**config.mk**
```make
export PLATFORM = sky130hd
export DESIGN_NAME = gks_ctrl
export DESIGN_NICKNAME = d
export VERILOG_FILES = /design/src/hdl/gks_pkg.sv /design/src/hdl/gks_ctrl.sv
export SDC_FILE = /design/constraint.sdc
export NUM_CORES = 1
export LEC_CHECK = 0
export BUFFER_PORTS_ARGS = -buffer_cell sky130_fd_sc_hd__buf_4
export CAP_MARGIN = 20
export CORE_UTILIZATION = 40
export CTS_CLUSTER_DIAMETER = 40
export DETAILED_ROUTE_END_ITERATION = 6
export RECOVER_POWER = 100
export SYNTH_ARGS = -nofsm -noshare
export SYNTH_HDL_FRONTEND = slang
export SYNTH_SLANG_ARGS = --single-unit
```
**constraint.sdc**
```tcl
create_clock -name clk -period 3.5 [get_ports clk]
set_input_delay 0.175 -clock clk [delete_from_list [all_inputs] [get_ports clk]]
set_output_delay 0.175 -clock clk [all_outputs]
set_load 0.02 [all_outputs]
```
**src/hdl/gks_pkg.sv**
```systemverilog
// Shared types, constants and codes for the Gaussian kernel smoother.
package gks_pkg;

  localparam int MAX_COLS_DEF     = 64;
  localparam int MAX_ROWS_DEF     = 64;
  localparam int WEIGHT_TABLE_DEF = 4096;

  localparam int CFG_IDX_W = 3;
  localparam int CFG_DATA_W = 32;
  localparam int WEIGHT_W = 17;

  localparam logic [6:0]  COLS_RESET  = 7'd64;
  localparam logic [6:0]  ROWS_RESET  = 7'd64;
  localparam logic [31:0] WINDOW_RESET = 32'd65536;
  localparam logic [31:0] SCALE_RESET  = 32'd8388608;

  // exp(-1/256) in Q2.62, built from the truncated series, and exp(0) in Q2.62.
  localparam logic [63:0] EXP_RATIO = 64'd4593706759521714574;
  localparam logic [63:0] EXP_START = 64'h4000_0000_0000_0000;

  typedef enum logic [CFG_IDX_W-1:0] {
    REG_COLS, REG_ROWS, REG_WIN_X, REG_WIN_Y, REG_SCALE_X, REG_SCALE_Y
  } reg_idx_t;

  typedef enum logic [3:0] {
    MOP_NONE, MOP_ELL, MOP_ELH, MOP_EHL, MOP_EHH,
    MOP_DXX, MOP_SXL, MOP_SXH, MOP_DYY, MOP_SYL, MOP_SYH
  } mul_op_t;

  typedef enum logic [4:0] {
    S_FILL_W, S_FILL_M, S_FILL_A, S_FILL_E, S_IDLE, S_REF_RD, S_REF_LD,
    S_ROWB, S_RD, S_CHK, S_WIN, S_MUL, S_MWAIT, S_ROMR, S_ACC, S_ACC2,
    S_STEP, S_FIN, S_DIVW, S_RES, S_OUT
  } ctrl_state_t;

  typedef struct packed {
    logic    wr;
    logic    rd;
    logic    ref_ld;
    logic    cur_ld;
    mul_op_t op;
    logic    rom_rd;
    logic    wv_mul;
    logic    acc;
    logic    clr;
    logic    div_start;
    logic    res_ld;
    logic    fill_wr;
    logic    fill_adv;
    logic    acc_clr;
  } dp_cmd_t;

  typedef struct packed {
    logic in_win;
    logic cur_valid;
    logic sw_zero;
    logic div_busy;
    logic fill_last;
  } dp_stat_t;

endpackage

```
**src/hdl/gks_ctrl.sv**
```systemverilog
// Controller: table build sequence, neighbour walk and result sequencing.
module gks_ctrl #(
  parameter int MAX_COLS = gks_pkg::MAX_COLS_DEF,
  parameter int MAX_ROWS = gks_pkg::MAX_ROWS_DEF
) (
  input  logic                                   clk,
  input  logic                                   rst,
  input  logic                                   start,
  input  logic                                   command,
  input  logic [5:0]                             col,
  input  logic [5:0]                             row,
  input  logic [$clog2(MAX_COLS+1)-1:0]          cols,
  input  logic [$clog2(MAX_ROWS+1)-1:0]          rows,
  input  gks_pkg::dp_stat_t                      stat,
  output gks_pkg::dp_cmd_t                       cmd,
  output logic [$clog2(MAX_COLS*MAX_ROWS)-1:0]   addr,
  output logic                                   busy,
  output logic                                   done
);
  localparam int CW  = $clog2(MAX_COLS+1);
  localparam int RW  = $clog2(MAX_ROWS+1);
  localparam int CIW = $clog2(MAX_COLS);
  localparam int RIW = $clog2(MAX_ROWS);
  localparam int AW  = $clog2(MAX_COLS*MAX_ROWS);

  gks_pkg::ctrl_state_t state, state_next;
  logic [CIW-1:0] c, c_next, q_col, q_col_next;
  logic [RIW-1:0] r, r_next, q_row, q_row_next;
  logic right, right_next, up, up_next, any, any_next, hit, hit_next;
  logic [2:0] cnt, cnt_next;
  logic do_left, do_rowend, do_phase;

  always_ff @(posedge clk) begin
    if (rst) begin
      state <= gks_pkg::S_FILL_W;
      c     <= '0;
      r     <= '0;
      q_col <= '0;
      q_row <= '0;
      right <= 1'b0;
      up    <= 1'b0;
      any   <= 1'b0;
      hit   <= 1'b0;
      cnt   <= '0;
    end else begin
      state <= state_next;
      c     <= c_next;
      r     <= r_next;
      q_col <= q_col_next;
      q_row <= q_row_next;
      right <= right_next;
      up    <= up_next;
      any   <= any_next;
      hit   <= hit_next;
      cnt   <= cnt_next;
    end
  end

  always_comb begin
    if (state == gks_pkg::S_IDLE) begin
      addr = AW'(32'(row) * MAX_COLS + 32'(col));
    end else begin
      addr = AW'(32'(r) * MAX_COLS + 32'(c));
    end
  end

  assign busy = state != gks_pkg::S_IDLE;
  assign done = state == gks_pkg::S_OUT;

  always_comb begin
    state_next = state;
    c_next     = c;
    r_next     = r;
    q_col_next = q_col;
    q_row_next = q_row;
    right_next = right;
    up_next    = up;
    any_next   = any;
    hit_next   = hit;
    cnt_next   = cnt;
    cmd        = '0;
    cmd.op     = gks_pkg::MOP_NONE;
    do_left    = 1'b0;
    do_rowend  = 1'b0;
    do_phase   = 1'b0;
    case (state)
      gks_pkg::S_FILL_W: begin
        cmd.fill_wr = 1'b1;
        cmd.acc_clr = 1'b1;
        cnt_next    = '0;
        state_next  = gks_pkg::S_FILL_M;
      end
      gks_pkg::S_FILL_M: begin
        case (cnt)
          3'd0:    cmd.op = gks_pkg::MOP_ELL;
          3'd1:    cmd.op = gks_pkg::MOP_ELH;
          3'd2:    cmd.op = gks_pkg::MOP_EHL;
          default: cmd.op = gks_pkg::MOP_EHH;
        endcase
        cnt_next = cnt + 3'd1;
        if (cnt == 3'd3) begin
          state_next = gks_pkg::S_FILL_A;
        end
      end
      gks_pkg::S_FILL_A: state_next = gks_pkg::S_FILL_E;
      gks_pkg::S_FILL_E: begin
        cmd.fill_adv = 1'b1;
        state_next   = stat.fill_last ? gks_pkg::S_IDLE : gks_pkg::S_FILL_W;
      end
      gks_pkg::S_IDLE: begin
        if (start) begin
          if (!command) begin
            cmd.wr = (32'(col) < MAX_COLS) && (32'(row) < MAX_ROWS);
          end else begin
            cmd.clr    = 1'b1;
            q_col_next = CIW'(col);
            q_row_next = RIW'(row);
            c_next     = CIW'(col);
            r_next     = RIW'(row);
            up_next    = 1'b1;
            if ((32'(col) < 32'(cols)) && (32'(row) < 32'(rows))) begin
              state_next = gks_pkg::S_REF_RD;
            end else begin
              state_next = gks_pkg::S_FIN;
            end
          end
        end
      end
      gks_pkg::S_REF_RD: begin
        cmd.rd     = 1'b1;
        state_next = gks_pkg::S_REF_LD;
      end
      gks_pkg::S_REF_LD: begin
        cmd.ref_ld = 1'b1;
        state_next = gks_pkg::S_ROWB;
      end
      gks_pkg::S_ROWB: begin
        any_next   = 1'b0;
        right_next = 1'b1;
        c_next     = q_col;
        state_next = gks_pkg::S_RD;
      end
      gks_pkg::S_RD: begin
        cmd.rd     = 1'b1;
        state_next = gks_pkg::S_CHK;
      end
      gks_pkg::S_CHK: begin
        cmd.cur_ld = 1'b1;
        state_next = gks_pkg::S_WIN;
      end
      gks_pkg::S_WIN: begin
        if (!stat.in_win) begin
          hit_next   = 1'b0;
          state_next = gks_pkg::S_STEP;
        end else begin
          hit_next = 1'b1;
          any_next = 1'b1;
          if (stat.cur_valid) begin
            cmd.op     = gks_pkg::MOP_DXX;
            cnt_next   = 3'd1;
            state_next = gks_pkg::S_MUL;
          end else begin
            state_next = gks_pkg::S_STEP;
          end
        end
      end
      gks_pkg::S_MUL: begin
        case (cnt)
          3'd1:    cmd.op = gks_pkg::MOP_SXL;
          3'd2:    cmd.op = gks_pkg::MOP_SXH;
          3'd3:    cmd.op = gks_pkg::MOP_DYY;
          3'd4:    cmd.op = gks_pkg::MOP_SYL;
          default: cmd.op = gks_pkg::MOP_SYH;
        endcase
        cnt_next = cnt + 3'd1;
        if (cnt == 3'd5) begin
          state_next = gks_pkg::S_MWAIT;
        end
      end
      gks_pkg::S_MWAIT: state_next = gks_pkg::S_ROMR;
      gks_pkg::S_ROMR: begin
        cmd.rom_rd = 1'b1;
        state_next = gks_pkg::S_ACC;
      end
      gks_pkg::S_ACC: begin
        cmd.wv_mul = 1'b1;
        state_next = gks_pkg::S_ACC2;
      end
      gks_pkg::S_ACC2: begin
        cmd.acc    = 1'b1;
        state_next = gks_pkg::S_STEP;
      end
      gks_pkg::S_STEP: begin
        // A walk leftward starts one column left of the query column.
        if (right) begin
          if (hit && (CW'(c) + CW'(1) < cols)) begin
            c_next     = c + 1'b1;
            state_next = gks_pkg::S_RD;
          end else begin
            do_left = 1'b1;
          end
        end else if (hit && (c != '0)) begin
          c_next     = c - 1'b1;
          state_next = gks_pkg::S_RD;
        end else begin
          do_rowend = 1'b1;
        end
        if (do_left) begin
          right_next = 1'b0;
          if (q_col != '0) begin
            c_next     = q_col - 1'b1;
            state_next = gks_pkg::S_RD;
          end else begin
            do_rowend = 1'b1;
          end
        end
        if (do_rowend) begin
          if (!any) begin
            do_phase = 1'b1;
          end else if (up) begin
            if (RW'(r) + RW'(1) < rows) begin
              r_next     = r + 1'b1;
              state_next = gks_pkg::S_ROWB;
            end else begin
              do_phase = 1'b1;
            end
          end else if (r != '0) begin
            r_next     = r - 1'b1;
            state_next = gks_pkg::S_ROWB;
          end else begin
            do_phase = 1'b1;
          end
        end
        if (do_phase) begin
          if (up && (q_row != '0)) begin
            up_next    = 1'b0;
            r_next     = q_row - 1'b1;
            state_next = gks_pkg::S_ROWB;
          end else begin
            state_next = gks_pkg::S_FIN;
          end
        end
      end
      gks_pkg::S_FIN: begin
        if (stat.sw_zero) begin
          state_next = gks_pkg::S_RES;
        end else begin
          cmd.div_start = 1'b1;
          state_next    = gks_pkg::S_DIVW;
        end
      end
      gks_pkg::S_DIVW: begin
        if (!stat.div_busy) begin
          state_next = gks_pkg::S_RES;
        end
      end
      gks_pkg::S_RES: begin
        cmd.res_ld = 1'b1;
        state_next = gks_pkg::S_OUT;
      end
      gks_pkg::S_OUT: state_next = gks_pkg::S_IDLE;
      default: state_next = gks_pkg::S_IDLE;
    endcase
  end

endmodule

```
==> run summary <==
For this design the static power due to leakage is 1.793 nW. In the final layout, flip-flops and latches occupy 720.7 sq um. The tools report the count of maximum capacitance violations as 0. Net switching is 47.15% of the power. In the layout the commonest cells are sky130_fd_sc_hd__nand2_1, sky130_fd_sc_hd__nor2_1, sky130_fd_sc_hd__buf_4, sky130_fd_sc_hd__ha_1, sky130_fd_sc_hd__dfxtp_1.

The share of total power in the clock network is 19.8%, and the proportion of netlist area held by the largest area contributor is 19.38%. The later pin in the worst-skew pair is clocked with a latency of 0.29 ns. Across the routed clock network, the largest skew measured is 0.002760 ns. Synthesis instantiated 65 different standard cells from the library. The run gives 18390 um as the global-route wire length before repair. The tools report the layout net count as 645. The initial antenna violation count was 0. For this run, design rule violations remaining after detail routing come to 5. The met3 track demand over resource was 3.191%. After synthesis, the cell types taking the most area are sky130_fd_sc_hd__dfxtp_1, sky130_fd_sc_hd__ha_1, sky130_fd_sc_hd__nand2_1. In this run the most used layer during global routing was met2. Fill cells in the final layout number 961. Detailed-route vias per instance: 5.773. STA classifies the critical path startpoint as a flip-flop. The checks that failed: DRC. The post-synthesis instance total was 524.

The run gives 38 as the largest net degree at the start of global routing. For this run, the leading register cell type out of synthesis is sky130_fd_sc_hd__dfxtp_1. Path category of the worst min-delay check: in -> reg. Average routed wire per standard cell: 16.64 um.

The overall power is 1.958 mW. Setup repair after global routing left no endpoint under its margin. Averaged over all synthesized cells, the footprint is 7.097 sq um. The number of port buffers is 65. For the total number of yosys warnings, the log shows 0. The detailed router finished its first iteration with 241 violations. The H-tree generated during clock tree synthesis spans 2 levels.

After routing, the total negative slack on setup checks comes to 0 ns. The smallest clock period supported by the final layout is computed as 3.292 ns. The top fanout value on the critical path works out to 12. Of the available clock period, the critical path in the final layout requires 94.05%.

After floorplanning, the core was sized to cover 8848 sq um. The area added between synthesis and finish came out at 14.20%. The post-route netlist has 10.45% of its cells at a drive strength greater than 1. The flop and latch count out of synthesis came out at 36. 66 I/O pins were placed. Headroom to the max-slew limit came out at 53.01%. The post-CTS repair timing setup buffer count was 0. The run gives 2731 sq um as the total area of multi-input combinational cells. When the netlist entered floorplanning its net count stood at 596. Data arrives at the worst endpoint at 3.49 ns.

By startpoint and endpoint, the worst setup path is classified as reg -> reg. For this run, global-route usage on met1 was measured as 32.69%. The root buffer cell is sky130_fd_sc_hd__clkbuf_8. For the cell-internal power, the log shows 1.035 mW. The number of placement rows was 34.

The number of enable-type register cells in the synthesized netlist is 0, and the share of async-settable or async-resettable flops after synthesis is 0%. Global routing used 23.47% of the available tracks across all layers. In this run the power spent charging and discharging nets is 0.9233 mW. The via count of the first global-routing pass came out at 3646. Number of buffers inserted during clock tree synthesis: 5.

The run finished, with violations left. The number of routed nets with antenna violations is 0. The routability-driven placement congestion ratio is 0.8817.

The number of pins exceeding their max-slew limit in the final report was 0; the clock-pin slew reported for the worst setup and hold paths after clock tree synthesis was 0.08 ns. Across the VDD grid, the largest voltage drop is 0.4008 mV. In this run the horizontal extent of the chip is 98.42 um.

The combinational share of power came out at 51.5%. The total grt overflow came out at 0. In this design, the stage delay of the slowest critical-path cell is 0.46 ns.

STA puts the critical path data required time at 3.70 ns. Launch instance of the worst min-delay path: col[0]. The initial utilization of the core area, before any placement, comes to 42.02%. STA classifies the critical path endpoint as a flip-flop.

For this design the ratio of total power to cell area is 461.2 nW/um^2. Most common cell after layout, fill and taps aside: sky130_fd_sc_hd__nand2_1. The critical path goes through buf_4, inv_1, ha_1, ha_1, nand2_1, o21ai_0, a31oi_4, o31ai_4, and2_1, a211oi_1, o32ai_1. The number of antenna diodes in the final layout is 0. The number of vias in the routed layout was 3937; the count of clock tree sinks was 36. The final wirelength came out at 11350 um. The worst register-to-register path begins at c[0].

For met2 alone, demand over resource in global routing was 38.14%. For this design, the slowest cell found on the critical path is sky130_fd_sc_hd__o31ai_4. The slew of the pin with the lowest slew margin was 0.6989 ns.

Setup violations remaining at the end of the flow were counted as 0. Before antenna repair, the detailed router went through 7 iterations. The peak clock frequency supported by timing came out at 303.8 MHz. The synthesized design spends more area on one cell type than any other, namely sky130_fd_sc_hd__dfxtp_1.

The share of the Yosys chip area taken by registers is 19.38%. The critical path startpoint was c[0]. The floorplan step set the die height to 98.42 um. The HPWL after detailed placement was 8592 um. The run gives 0 as the hold violation total from the final report.

TritonCTS built the clock tree. The die covers 9686 sq um. The tools report the total of hold buffers inserted after clock tree synthesis as 0. Sequential cells account for 28.7% of the total power. The clock passes through at most 2 buffers.

Summing every instance area after synthesis gives 3719 sq um. Cell with the most instances on the worst path: sky130_fd_sc_hd__ha_1. The post-cts gate resize count is 0.
[cell usage after synthesis, types with 8 or more instances]
library cell,instances
sky130_fd_sc_hd__nand2_1,80
sky130_fd_sc_hd__nor3_1,14
sky130_fd_sc_hd__a211oi_1,10
sky130_fd_sc_hd__inv_1,31
sky130_fd_sc_hd__a21oi_1,30
sky130_fd_sc_hd__ha_1,37
sky130_fd_sc_hd__nor2_1,64
sky130_fd_sc_hd__clkbuf_1,19
sky130_fd_sc_hd__nand2b_1,8
sky130_fd_sc_hd__dfxtp_1,36
sky130_fd_sc_hd__and3_1,8
sky130_fd_sc_hd__nand3_1,13
sky130_fd_sc_hd__xnor2_1,11
sky130_fd_sc_hd__xor2_1,12
sky130_fd_sc_hd__o22ai_1,9
sky130_fd_sc_hd__o21ai_0,22
[layout make-up]
class,count,area share [%]
Multi-Input combinational cell,427,64.32
Sequential cell,36,16.97
Timing Repair Buffer,72,10.17
Tap cell,108,3.182
Inverter,31,2.740
Clock buffer,5,1.621
Clock inverter,3,1.002
[layer usage]
metal | wire length, um | part of all wire, %
met1 | 5407 | 48
met2 | 5097 | 45
met3 | 637 | 5.6
met4 | 204 | 1.8
met5 | 0 | 0
[path summary, 6_finish.rpt]
kind / endpoint / cells past startpoint / slack, ns
min reg2reg: q_row[5] / 2 / 0.50
max reg2reg: r[2] / 11 / 0.21
min: q_col[0] / 3 / 0.15
max: r[2] / 11 / 0.21
[power by group through the flow]
stage	Sequential [mW]	Clock (mW)	Combinational, mW
6_report	0.562	0.388	1.01
5_1_grt	0.572	0.408	1.12
4_1_cts	0.558	0.390	1.07
3_5_place_dp	0.568	0	1.06
3_3_place_gp	0.566	0	1.05
2_1_floorplan	0.495	0	0.803
[critical path, delay by kind of cell, from the launching register on]
family                     cells  cell delay (ns)
buffers and inverters          2             0.30
adders and majority gates      2             0.66
DFF                            1             0.36
and+or+nand+nor                2             0.34
AOI/OAI and AO/OA              5             1.53
[state kept, by name, indices dropped and copies added (netlist names)]
| signal | cells |
|---|---|
| c | 6 |
| right | 1 |
| q_col | 6 |
| up | 1 |
| state | 5 |
| cnt | 3 |
| r | 6 |
| q_row | 6 |
| hit | 1 |
| any | 1 |
[cells by family after synthesis]
logic type      count (synthesis)  synth area share [%]
mux                            10                 2.826
simple gates                  222                 27.56
xor+xnor                       23                 5.417
flops                          36                 19.38
buf+inv                        61                 6.830
compound gates                135                 25.54
fa+ha+maj                      37                 12.45
[stage by stage]
| step | worst slack (ns) | cell area [sq um] | std cells | utilization [%] | hold WS [ns] |
|---|---|---|---|---|---|
| final | 0.2082 | 4247 | 682 | 47.99 | 0.1524 |
| after floorplan | 0.5923 | 3719 | 524 | - | 0.3110 |
| after detailed placement | 0.3044 | 4257 | 674 | 48.11 | 0.4577 |
| after CTS | 0.2607 | 4368 | 682 | 49.36 | 0.1496 |
| after global placement | 0.3653 | 4257 | 674 | 48.11 | 0.4507 |
| after global routing | 0.03360 | 4247 | 682 | 47.99 | 0.1558 |
(Power assumes the default switching activity.)
