[config.mk]
export PLATFORM = sky130hd
export DESIGN_NAME = gks_cfg
export DESIGN_NICKNAME = d
export VERILOG_FILES = /design/src/hdl/gks_pkg.sv /design/src/hdl/gks_cfg.sv
export SDC_FILE = /design/constraint.sdc
export NUM_CORES = 1
export LEC_CHECK = 0
export BUFFER_PORTS_ARGS = -buffer_cell sky130_fd_sc_hd__buf_2
export CAP_MARGIN = 20
export CORE_MARGIN = 1.5
export CORE_UTILIZATION = 51
export DETAILED_ROUTE_END_ITERATION = 12
export HOLD_SLACK_MARGIN = 0.06
export PLACE_DENSITY = 0.86
export SKIP_LAST_GASP = 1
export SLEW_MARGIN = 25
export SYNTH_ARGS = -nofsm -noshare
export SYNTH_HDL_FRONTEND = slang
export SYNTH_SLANG_ARGS = --single-unit
[constraint.sdc]
create_clock -name clk -period 1.25 [get_ports clk]
set_clock_uncertainty 0.05 [all_clocks]
set_input_delay 0.0625 -clock clk [delete_from_list [all_inputs] [get_ports clk]]
set_output_delay 0.0625 -clock clk [all_outputs]
set_load 0.03 [all_outputs]
[src/hdl/gks_pkg.sv]
// Shared types, constants and codes for the Gaussian kernel smoother.
package gks_pkg;

  localparam int MAX_COLS_DEF     = 64;
  localparam int MAX_ROWS_DEF     = 64;
  localparam int WEIGHT_TABLE_DEF = 4096;

  localparam int CFG_IDX_W = 3;
  localparam int CFG_DATA_W = 32;
  localparam int WEIGHT_W = 17;

  localparam logic [6:0]  COLS_RESET  = 7'd64;
  localparam logic [6:0]  ROWS_RESET  = 7'd64;
  localparam logic [31:0] WINDOW_RESET = 32'd65536;
  localparam logic [31:0] SCALE_RESET  = 32'd8388608;

  // exp(-1/256) in Q2.62, built from the truncated series, and exp(0) in Q2.62.
  localparam logic [63:0] EXP_RATIO = 64'd4593706759521714574;
  localparam logic [63:0] EXP_START = 64'h4000_0000_0000_0000;

  typedef enum logic [CFG_IDX_W-1:0] {
    REG_COLS, REG_ROWS, REG_WIN_X, REG_WIN_Y, REG_SCALE_X, REG_SCALE_Y
  } reg_idx_t;

  typedef enum logic [3:0] {
    MOP_NONE, MOP_ELL, MOP_ELH, MOP_EHL, MOP_EHH,
    MOP_DXX, MOP_SXL, MOP_SXH, MOP_DYY, MOP_SYL, MOP_SYH
  } mul_op_t;

  typedef enum logic [4:0] {
    S_FILL_W, S_FILL_M, S_FILL_A, S_FILL_E, S_IDLE, S_REF_RD, S_REF_LD,
    S_ROWB, S_RD, S_CHK, S_WIN, S_MUL, S_MWAIT, S_ROMR, S_ACC, S_ACC2,
    S_STEP, S_FIN, S_DIVW, S_RES, S_OUT
  } ctrl_state_t;

  typedef struct packed {
    logic    wr;
    logic    rd;
    logic    ref_ld;
    logic    cur_ld;
    mul_op_t op;
    logic    rom_rd;
    logic    wv_mul;
    logic    acc;
    logic    clr;
    logic    div_start;
    logic    res_ld;
    logic    fill_wr;
    logic    fill_adv;
    logic    acc_clr;
  } dp_cmd_t;

  typedef struct packed {
    logic in_win;
    logic cur_valid;
    logic sw_zero;
    logic div_busy;
    logic fill_last;
  } dp_stat_t;

endpackage

[src/hdl/gks_cfg.sv]
// Configuration registers and grid size saturation.
module gks_cfg #(
  parameter int MAX_COLS = gks_pkg::MAX_COLS_DEF,
  parameter int MAX_ROWS = gks_pkg::MAX_ROWS_DEF
) (
  input  logic                              clk,
  input  logic                              rst,
  input  logic                              cfg_write,
  input  logic [gks_pkg::CFG_IDX_W-1:0]     cfg_index,
  input  logic [gks_pkg::CFG_DATA_W-1:0]    cfg_data,
  output logic [$clog2(MAX_COLS+1)-1:0]     cols,
  output logic [$clog2(MAX_ROWS+1)-1:0]     rows,
  output logic [31:0]                       window_x,
  output logic [31:0]                       window_y,
  output logic [31:0]                       scale_x,
  output logic [31:0]                       scale_y
);
  localparam int CW = $clog2(MAX_COLS+1);
  localparam int RW = $clog2(MAX_ROWS+1);

  logic [6:0] cols_in_use;
  logic [6:0] rows_in_use;

  always_ff @(posedge clk) begin
    if (rst) begin
      cols_in_use <= gks_pkg::COLS_RESET;
      rows_in_use <= gks_pkg::ROWS_RESET;
      window_x    <= gks_pkg::WINDOW_RESET;
      window_y    <= gks_pkg::WINDOW_RESET;
      scale_x     <= gks_pkg::SCALE_RESET;
      scale_y     <= gks_pkg::SCALE_RESET;
    end else if (cfg_write) begin
      case (gks_pkg::reg_idx_t'(cfg_index))
        gks_pkg::REG_COLS:    cols_in_use <= cfg_data[6:0];
        gks_pkg::REG_ROWS:    rows_in_use <= cfg_data[6:0];
        gks_pkg::REG_WIN_X:   window_x <= cfg_data;
        gks_pkg::REG_WIN_Y:   window_y <= cfg_data;
        gks_pkg::REG_SCALE_X: scale_x <= cfg_data;
        gks_pkg::REG_SCALE_Y: scale_y <= cfg_data;
        default: ;
      endcase
    end
  end

  always_comb begin
    if (cols_in_use == 7'd0) begin
      cols = CW'(1);
    end else if (32'(cols_in_use) > MAX_COLS) begin
      cols = CW'(MAX_COLS);
    end else begin
      cols = CW'(cols_in_use);
    end
    if (rows_in_use == 7'd0) begin
      rows = RW'(1);
    end else if (32'(rows_in_use) > MAX_ROWS) begin
      rows = RW'(MAX_ROWS);
    end else begin
      rows = RW'(rows_in_use);
    end
  end

endmodule

==> run_results.csv, run 1 <==
group,metric,value,unit
drt,wl,14600,µm
place,dp_hpwl,9660,µm
synthesis,async_reset_ff_frac,0,
critical_path,timing.rr.start,"rows_in_use[1]$_SDFFE_PP0P_",
synthesis,synth_compound_gate_area_share,0.00305,
critical_path,start_kind,"register",
timing,fmax,608,MHz
drt,drtPass1Iterations,4,
die,die_h,109,µm
timing,final.setup.worst_slack,-0.394,ns
synthesis,yosys.area.top_type,"dfxtp_1",
grt,grt_max_degree,44,
synthesis,yosys.area_share.simple,0.221,
synthesis,synthMuxAreaShare,0.247,
drt,via_per_inst,5.01,
timing,rsz0062_at_grt,"true",
critical_path,arrival,1.53,ns
synthesis,synthTopCellsByArea,"dfxtp_1 (49%), mux2i_1 (25%), nand2b_1 (19%)",
timing,fin_crit_sh,1.32,
run_status,violations,"setup timing",
synthesis,ys_ff_latch,142,
die,die_w,109,µm
synthesis,yosys.area.top_type_share,0.495,
cells_and_area,final_area,7930,µm²
die,num_rows,38,
cells_and_area,drive_gt1_frac,0.337,
grt,antenna_found_initial,0,
clocking,cts_max_level,4,
timing,report.final.slew_viol_count,0,
drt,vias,4452,
critical_path,cp.buffers_inverters,1,
drt,post_drt_wl_per_cell,16.4,µm
synthesis,syn_nets,563,
critical_path,reg2reg_slack,0.39,ns
place,place_congestion,0.744,
synthesis,synth_top_family_by_area,"multiplexers",
critical_path,path_cells,"or3_4 > o41ai_4 > buf_6",
pwr,peakVddDrop,854,µV
place,dpl-instance-area,6890,µm²
hold_path,hold_class,"in2reg",
die,ioPinCount,180,
synthesis,synth_most_common_cell,"nand2b_1",
drt,drc_errors,0,
run_status,status,"finished with violations",
cells_and_area,n_antenna_cell,0,
die,start_util,0.526,
clocking,cts_tree,"yes",
critical_path,critPathCaptureType,"primary output",
pwr,finalPower,0.0108,W
timing,worst_slew_pin_slew,0.344,ns
pwr,p_leak,4.06,nW
synthesis,syn_area,5750,µm²
cells_and_area,fin_nets,774,
cells_and_area,areaGrowthSynthToFinish,37.9,%
timing,hold_viol,0,
critical_path,r2r_end,"rows_in_use[1]$_SDFFE_PP0P_",
critical_path,cp_max_fo,2,
place,place_inst,823,
critical_path,crit_path_max_incr_delay,0.39,ns
synthesis,synth-xor-area-share,0,
critical_path,critPathSlowestCell,"or3_4",
run,cap_viol_max_count,0,
hold_path,hold_path.startpoint,"cfg_data[1]",
die,coreArea,10900,µm²
place,portBuffers,179,
grt,grt_pass1_wl,22200,µm
die,dieArea,11900,µm²
pwr,p_per_area,1360,nW/µm²
clocking,clockRootBuffer,"clkbuf_16",
critical_path,reg2regPathDepth,4,
synthesis,synth_fa_ha_area_frac,0,
cells_and_area,fin_util,0.725,
clocking,numClockSinks,142,
synthesis,ys.flop_type,"dfxtp_1",
drt,antenna_left,0,
timing,min_period,1.64,ns
synthesis,ys_seq_area_frac,0.495,
critical_path,crit_family,"simple AND/OR/NAND/NOR gates",
timing,setup_viol,6,
grt,grt_overflow_total,0,
synthesis,netlist_instances,525,
hold_path,whs_path_depth,3,
drt,drtIter0Drc,192,
timing,timing.slew.headroom,0.771,
hold_path,min_to,"rows_in_use[1]$_SDFFE_PP0P_",
synthesis,ys_warn_count,0,
critical_path,required,1.14,ns
synthesis,syn_area_per_cell,10.9,µm²
clocking,clockBufferDepth,2,
grt,grt_pass1_vias,4517,
critical_path,path_depth,3,
clocking,numCtsBuffers,17,
synthesis,synth_edf_count,0,
cells_and_area,nFillCells,792,
cells_and_area,fin_cells,888,
grt,grt_usage,0.244,
clocking,cts.reportedPaths.clkPinSlew,0.06,ns
synthesis,yosysUniqueCellTypes,16,
critical_path,crit_type,"reg2out",
synthesis,synth_common_cells,"nand2b_1 (170), dfxtp_1 (142), mux2i_1 (142), clkbuf_1 (21), buf_2 (13)",
clocking,clk_latency,0.40,ns
[worst min-delay path, delay by kind of cell]
family,cells,cell delay [ns]
simple gates,1,0.18
buf+inv,1,0.08
mux,1,0.17
[worst max-delay path by stage]
stage	from	endpoint	slack, ns
finish	rows_in_use[1]$_SDFFE_PP0P_	rows[0]	-0.39
global route	rows_in_use[1]$_SDFFE_PP0P_	rows[0]	-0.42
CTS	rows_in_use[1]$_SDFFE_PP0P_	rows[0]	-0.43
detailed placement	rows_in_use[1]$_SDFFE_PP0P_	rows[0]	-0.04
global placement	rows_in_use[1]$_SDFFE_PP0P_	rows[0]	0.01
floorplan	cols_in_use[1]$_SDFFE_PP0P_	cols[0]	0.003
[repair_timing]
| item | CTS | global route |
|---|---|---|
| gates cloned | 0 | 0 |
| endpoints found under the hold margin | 121 | 0 |
| endpoints found under the setup margin | 14 | 12 |
| hold buffers | 31 | 0 |
| resized for setup | 16 | 25 |
| buffers inserted | 1 | 2 |
[cell families after synthesis]
| group | count (synthesis) |
|---|---|
| buffers and inverters | 39 |
| muxes | 142 |
| AOI/OAI and AO/OA | 2 |
| DFF | 142 |
| and+or+nand+nor | 200 |
[registers in the layout, indices dropped and copies added (netlist names)]
name,flops
cols_in_use,7
rows_in_use,7
scale_x,32
scale_y,32
window_x,32
window_y,32
[cell usage in the layout, fill, tap and decap left out, types with 2 or more instances in the layout]
master and instances:
and4bb_2 2, nor2_1 9, buf_4 22, dfxtp_2 8
clkinvlp_4 3, dlygate4sd3_1 31, nor2b_1 7, clkbuf_8 4
bufinv_16 3, nor2b_2 2, nand2b_1 170, buf_2 166
nand4b_1 2, dfxtp_1 132, mux2i_1 142, dfxtp_4 2
buf_12 7, clkbuf_16 17, o41ai_4 2, clkinv_2 3
or3_4 2, buf_6 4, nand4bb_1 2
[power breakdown]
part	total [W]	leakage [nW]	switching, W	internal, W
sequential	0.00469	1.15	0.0000611	0.00463
clock	0.00519	0.297	0.00186	0.00333
combinational	0.000944	2.61	0.000526	0.000418
[metrics by stage]
stage	TNS (ns)	hold WS, ns	setup WS, ns
after floorplan	0	0.183	0.00330
after global placement	0	0.295	0.0110
after detailed placement	-0.0518	0.310	-0.0436
after CTS	-0.985	0.0791	-0.428
after global routing	-1.25	0.0774	-0.424
final	-0.927	0.0852	-0.394
[area by class of cell]
cell class	count	area, µm²	share of cell area
multi-input combinational	344	2780	0.350
clock buffer	21	480	0.0606
clock inverter	10	136	0.0172
sequential	142	2860	0.361
tap	140	175	0.0221
timing repair buffer	231	1500	0.189
[per-layer routing]
layer,GRT usage,wire (µm),vias to the layer above
met1,0.277,6010,2126
met2,0.426,7450,146
met5,0,0,-
met3,0.0693,911,16
li1,-,-,2164
met4,0.101,213,0
Note: power is estimated with default switching activity, not from simulation.
==> run 2: changes to the inputs <==
Settings changed: PLACE_DENSITY 0.86 to 0.78.
==> run_results.csv, run 2 (same netlist as run 1, synthesis figures left out) <==
group,metric,value,unit
cells_and_area,nFillCells,804,
cells_and_area,areaGrowthSynthToFinish,38.0,%
critical_path,arrival,1.54,ns
critical_path,critPathSlowestCell,"or3_4",
timing,timing.slew.headroom,0.792,
timing,final.setup.worst_slack,-0.402,ns
cells_and_area,seq_area,2860,µm²
cells_and_area,mostFrequentLayoutCells,"nand2b_1 (167), buf_2 (166), mux2i_1 (142)",
critical_path,reg2reg_slack,0.49,ns
pwr,p_per_area,1360,nW/µm²
die,ioPinCount,180,
critical_path,path_cells,"or3_4 > o41ai_4 > buf_6",
cells_and_area,final_common_cell,"nand2b_1",
cells_and_area,final_area,7930,µm²
critical_path,start_kind,"register",
hold_path,hold_class,"in2reg",
clocking,clockBufferDepth,2,
timing,fmax,605,MHz
place,dpl-instance-area,6860,µm²
place,place_congestion,0.798,
pwr,p_clk_frac,0.478,
cells_and_area,multiInputGateArea,2800,µm²
timing,fin_crit_sh,1.32,
cells_and_area,fin_util,0.725,
critical_path,cp.buffers_inverters,1,
grt,grt_usage,0.243,
clocking,numCtsBuffers,17,
clocking,cts_tree,"yes",
run_status,violations,"setup timing",
cells_and_area,fin_nets,773,
drt,antenna_left,0,
drt,drtPass1Iterations,5,
die,coreArea,10900,µm²
pwr,pwr-share-comb,0.087,
timing,worst_slew_pin_slew,0.313,ns
pwr,p_seq_frac,0.435,
clocking,numClockSinks,142,
place,dp_hpwl,9650,µm
clocking,clockRootBuffer,"clkbuf_16",
critical_path,required,1.14,ns
grt,grt_pass1_wl,21800,µm
pwr,p_sw_frac,0.218,
pwr,finalPower,0.0108,W
run,cap_viol_max_count,0,
timing,min_period,1.65,ns
timing,whs,0.102,ns
run_status,status,"finished with violations",
drt,drc_errors,0,
cells_and_area,n_antenna_cell,0,
critical_path,cp_max_fo,3,
grt,antenna_found_initial,0,
clocking,cts.reportedPaths.clkPinSlew,0.05,ns
die,num_rows,38,
critical_path,crit_type,"reg2out",
drt,via_per_inst,4.98,
die,start_util,0.526,
pwr,peakVddDrop,940,µV
grt,grt_pass1_vias,4416,
pwr,power_switching,0.00235,W
pwr,p_leak,4.06,nW
timing,setup_viol,5,
die,die_h,109,µm
grt,grt_max_degree,52,
cells_and_area,drive_gt1_frac,0.332,
clocking,cts_max_level,4,
drt,wl,14300,µm
pwr,p_int,0.00843,W
grt,grt_overflow_total,0,
timing,report.final.slew_viol_count,0,
place,portBuffers,179,
timing,hold_viol,0,
timing,rsz0062_at_grt,"true",
die,dieArea,11900,µm²
clocking,clk_latency,0.40,ns
critical_path,crit_path_max_incr_delay,0.38,ns
critical_path,critPathCaptureType,"primary output",
drt,vias,4421,
drt,post_drt_wl_per_cell,16.1,µm
critical_path,crit_family,"simple AND/OR/NAND/NOR gates",
drt,drtIter0Drc,164,
die,die_w,109,µm
run 2: cell count changes in the layout (fill, tap and decap cells not counted), sizes merged:
| cell | previous run | this run |
|---|---|---|
| clkinvlp | 3 | 0 |
| clkbuf | 22 | 25 |
| dlygate4sd3 | 31 | 33 |
| clkinv | 4 | 3 |
| buf | 199 | 197 |
run 2: worst register-to-register path, stage by stage (launching register included):
cell and delay, ns:
dfxtp_2 0.32, buf_4 0.11, nand2b_1 0.05, mux2i_1 0.15
run 2: final timing paths:
kind / start / endpoint / cells past startpoint
setup / recovery: cols_in_use[2]$_SDFFE_PP0P_ / cols[0] / 3
hold / removal: cfg_index[2] / cols_in_use[6]$_SDFFE_PP1P_ / 3
setup reg to reg: cols_in_use[1]$_SDFFE_PP0P_ / cols_in_use[1]$_SDFFE_PP0P_ / 3
hold reg to reg: scale_x[11]$_SDFFE_PP0P_ / scale_x[11]$_SDFFE_PP0P_ / 2
run 2: area by class of cell:
class | count | share of cell area
Timing Repair Buffer | 230 | 0.188
Tap cell | 140 | 0.0221
Clock inverter | 6 | 0.0133
Sequential cell | 142 | 0.360
Clock buffer | 25 | 0.0637
Multi-Input combinational cell | 344 | 0.353
run 2: power by group through the flow:
stage	Clock (W)	Combinational [W]	Sequential, W
2_1_floorplan	0	0.000400	0.00496
3_3_place_gp	0	0.000828	0.00478
3_5_place_dp	0	0.000847	0.00478
4_1_cts	0.00525	0.000932	0.00469
5_1_grt	0.00544	0.00100	0.00469
6_report	0.00516	0.000942	0.00469
run 2: layer usage:
metal	wire [µm]	track usage	part of all wire	vias up
met4	90	0.0902	0.0063	0
met1	5940	0.272	0.42	2133
met5	0	0	0	-
met2	7410	0.421	0.52	125
li1	-	-	-	2157
met3	866	0.0861	0.061	6
run 2: per-stage QoR:
stage	TNS, ns	instances	setup slack (ns)
floorplan	0	525	0.00330
global placement	0	822	0.00800
detailed placement	-0.0528	822	-0.0272
CTS	-0.859	885	-0.421
global route	-1.08	887	-0.455
finish	-0.808	887	-0.402
run 2: timing repair:
action / in CTS / in global routing
setup buffers: 0 / 1
gates cloned: 0 / 0
gates resized for setup: 17 / 29
endpoints found under the hold margin: 123 / 6
setup endpoints to repair: 14 / 48
hold buffers: 32 / 1
==> run 3: changes to the inputs <==
Settings changed: SETUP_SLACK_MARGIN from default to 0.1.
==> run_results.csv, run 3 (same netlist as run 1, synthesis figures left out) <==
group,metric,value,unit
timing,fmax,605,MHz
grt,grt_usage,0.244,
pwr,peakVddDrop,680,µV
critical_path,critPathCaptureType,"primary output",
die,ioPinCount,180,
cells_and_area,mostFrequentLayoutCells,"nand2b_1 (170), buf_2 (164), mux2i_1 (142)",
drt,wl_met1,5780,µm
critical_path,cp_max_fo,2,
clocking,numCtsBuffers,17,
timing,final.setup.worst_slack,-0.404,ns
timing,fin_crit_sh,1.32,
cells_and_area,nFillCells,758,
clocking,cts_max_level,4,
drt,drtIter0Drc,180,
critical_path,crit_path_max_incr_delay,0.39,ns
critical_path,reg2regPathDepth,4,
grt,grt_pass1_wl,22200,µm
cells_and_area,areaGrowthSynthToFinish,38.1,%
drt,via_per_inst,5.02,
drt,antenna_left,0,
cells_and_area,drive_gt1_frac,0.334,
drt,drc_errors,0,
drt,drtPass1Iterations,6,
clocking,clk_latency,0.40,ns
critical_path,path_cells,"or3_4 > o41ai_4 > buf_4",
critical_path,path_depth,3,
timing,rsz0062_at_grt,"true",
cells_and_area,final_common_cell,"nand2b_1",
run_status,violations,"setup timing",
timing,report.final.slew_viol_count,0,
die,num_rows,38,
cells_and_area,n_antenna_cell,0,
die,start_util,0.526,
run_status,status,"finished with violations",
clocking,cts.reportedPaths.clkPinSlew,0.05,ns
die,die_h,109,µm
die,die_w,109,µm
timing,worst_slew_pin_slew,0.331,ns
place,place_congestion,0.796,
hold_path,whs_path_depth,3,
drt,route.met2.wl,7620,µm
die,coreArea,10900,µm²
clocking,clockBufferDepth,2,
drt,top_layer,"met4",
grt,grt_max_degree,56,
critical_path,crit_family,"simple AND/OR/NAND/NOR gates",
drt,wl,14500,µm
drt,dr_wl_met3,875,µm
run,cap_viol_max_count,0,
clocking,numClockSinks,142,
place,portBuffers,179,
drt,post_drt_wl_per_cell,16.4,µm
grt,grt_pass1_vias,4520,
die,dieArea,11900,µm²
critical_path,start_kind,"register",
critical_path,required,1.14,ns
timing,min_period,1.65,ns
clocking,cts_tree,"yes",
critical_path,critPathSlowestCell,"or3_4",
cells_and_area,fin_nets,771,
timing,timing.slew.headroom,0.779,
grt,grt_overflow_total,0,
drt,vias,4437,
critical_path,arrival,1.54,ns
timing,tns,-1.17,ns
place,dp_hpwl,9310,µm
grt,antenna_found_initial,0,
pwr,p_per_area,1380,nW/µm²
timing,setup_viol,10,
timing,hold_viol,0,
critical_path,crit_type,"reg2out",
critical_path,cp.buffers_inverters,1,
clocking,clockRootBuffer,"clkbuf_16",
hold_path,hold_class,"in2reg",
pwr,p_leak,4.05,nW
timing,whs,0.0702,ns
[run 3: cell types whose count changed in the layout (fill, tap and decap cells not counted), moves of 3 or more]
cell,change
clkbuf_8,-4
clkbuf_1,-3
dfxtp_2,-3
buf_4,+4
dlygate4sd3_1,-5
nand2b_2,-3
nand2b_1,+3
[run 3: where the power goes]
| part | total [W] | switching, W | internal (W) |
|---|---|---|---|
| clock network | 0.00537 | 0.00181 | 0.00356 |
| registers | 0.00468 | 0.0000598 | 0.00462 |
| logic | 0.000932 | 0.000522 | 0.000410 |
[run 3: layout make-up]
type	count	area (µm²)	share of cell area
clock buffers	18	439	0.0554
clock inverters	11	193	0.0243
multi-input cells	344	2790	0.352
flip-flops and latches	142	2860	0.361
well taps	140	175	0.0221
repair buffers	228	1470	0.185
[run 3: worst paths after layout]
check	start	to	slack [ns]
max	cols_in_use[1]$_SDFFE_PP0P_	cols[0]	-0.40
min	cfg_data[2]	cols_in_use[2]$_SDFFE_PP0P_	0.07
max reg2reg	cols_in_use[1]$_SDFFE_PP0P_	cols_in_use[1]$_SDFFE_PP0P_	0.36
min reg2reg	window_x[23]$_SDFFE_PP0P_	window_x[23]$_SDFFE_PP0P_	0.42
[run 3: worst reg2reg max path: stages (launching register included)]
cell and delay [ns]:
dfxtp_2 0.32, buf_6 0.11, buf_4 0.13, nand2b_1 0.08
mux2i_1 0.07
[run 3: what timing repair did]
item	in CTS	in global routing
endpoints found under the setup margin	14	14
cloned	0	0
hold buffers	28	0
hold endpoints to repair	113	0
gates resized for setup	28	17
setup buffers	2	3
pin swaps	0	0
[run 3: per-layer routing]
metal	up-vias	track usage
li1	2151	-
met1	2119	0.271
met3	21	0.0753
met4	0	0.0799
met5	-	0
met2	146	0.439
[run 3: per-stage QoR]
step | instance area (µm²) | total power (W) | util | worst slack [ns] | std cells
after CTS | 7860 | 0.0110 | 0.718 | -0.388 | 880
after global placement | 6850 | 0.00560 | 0.627 | 0.00510 | 821
after global routing | 7930 | 0.0113 | 0.726 | -0.441 | 883
final | 7930 | 0.0110 | 0.726 | -0.404 | 883
after detailed placement | 6850 | 0.00562 | 0.627 | -0.00312 | 821
after floorplan | 5780 | 0.00536 | - | 0.00330 | 525
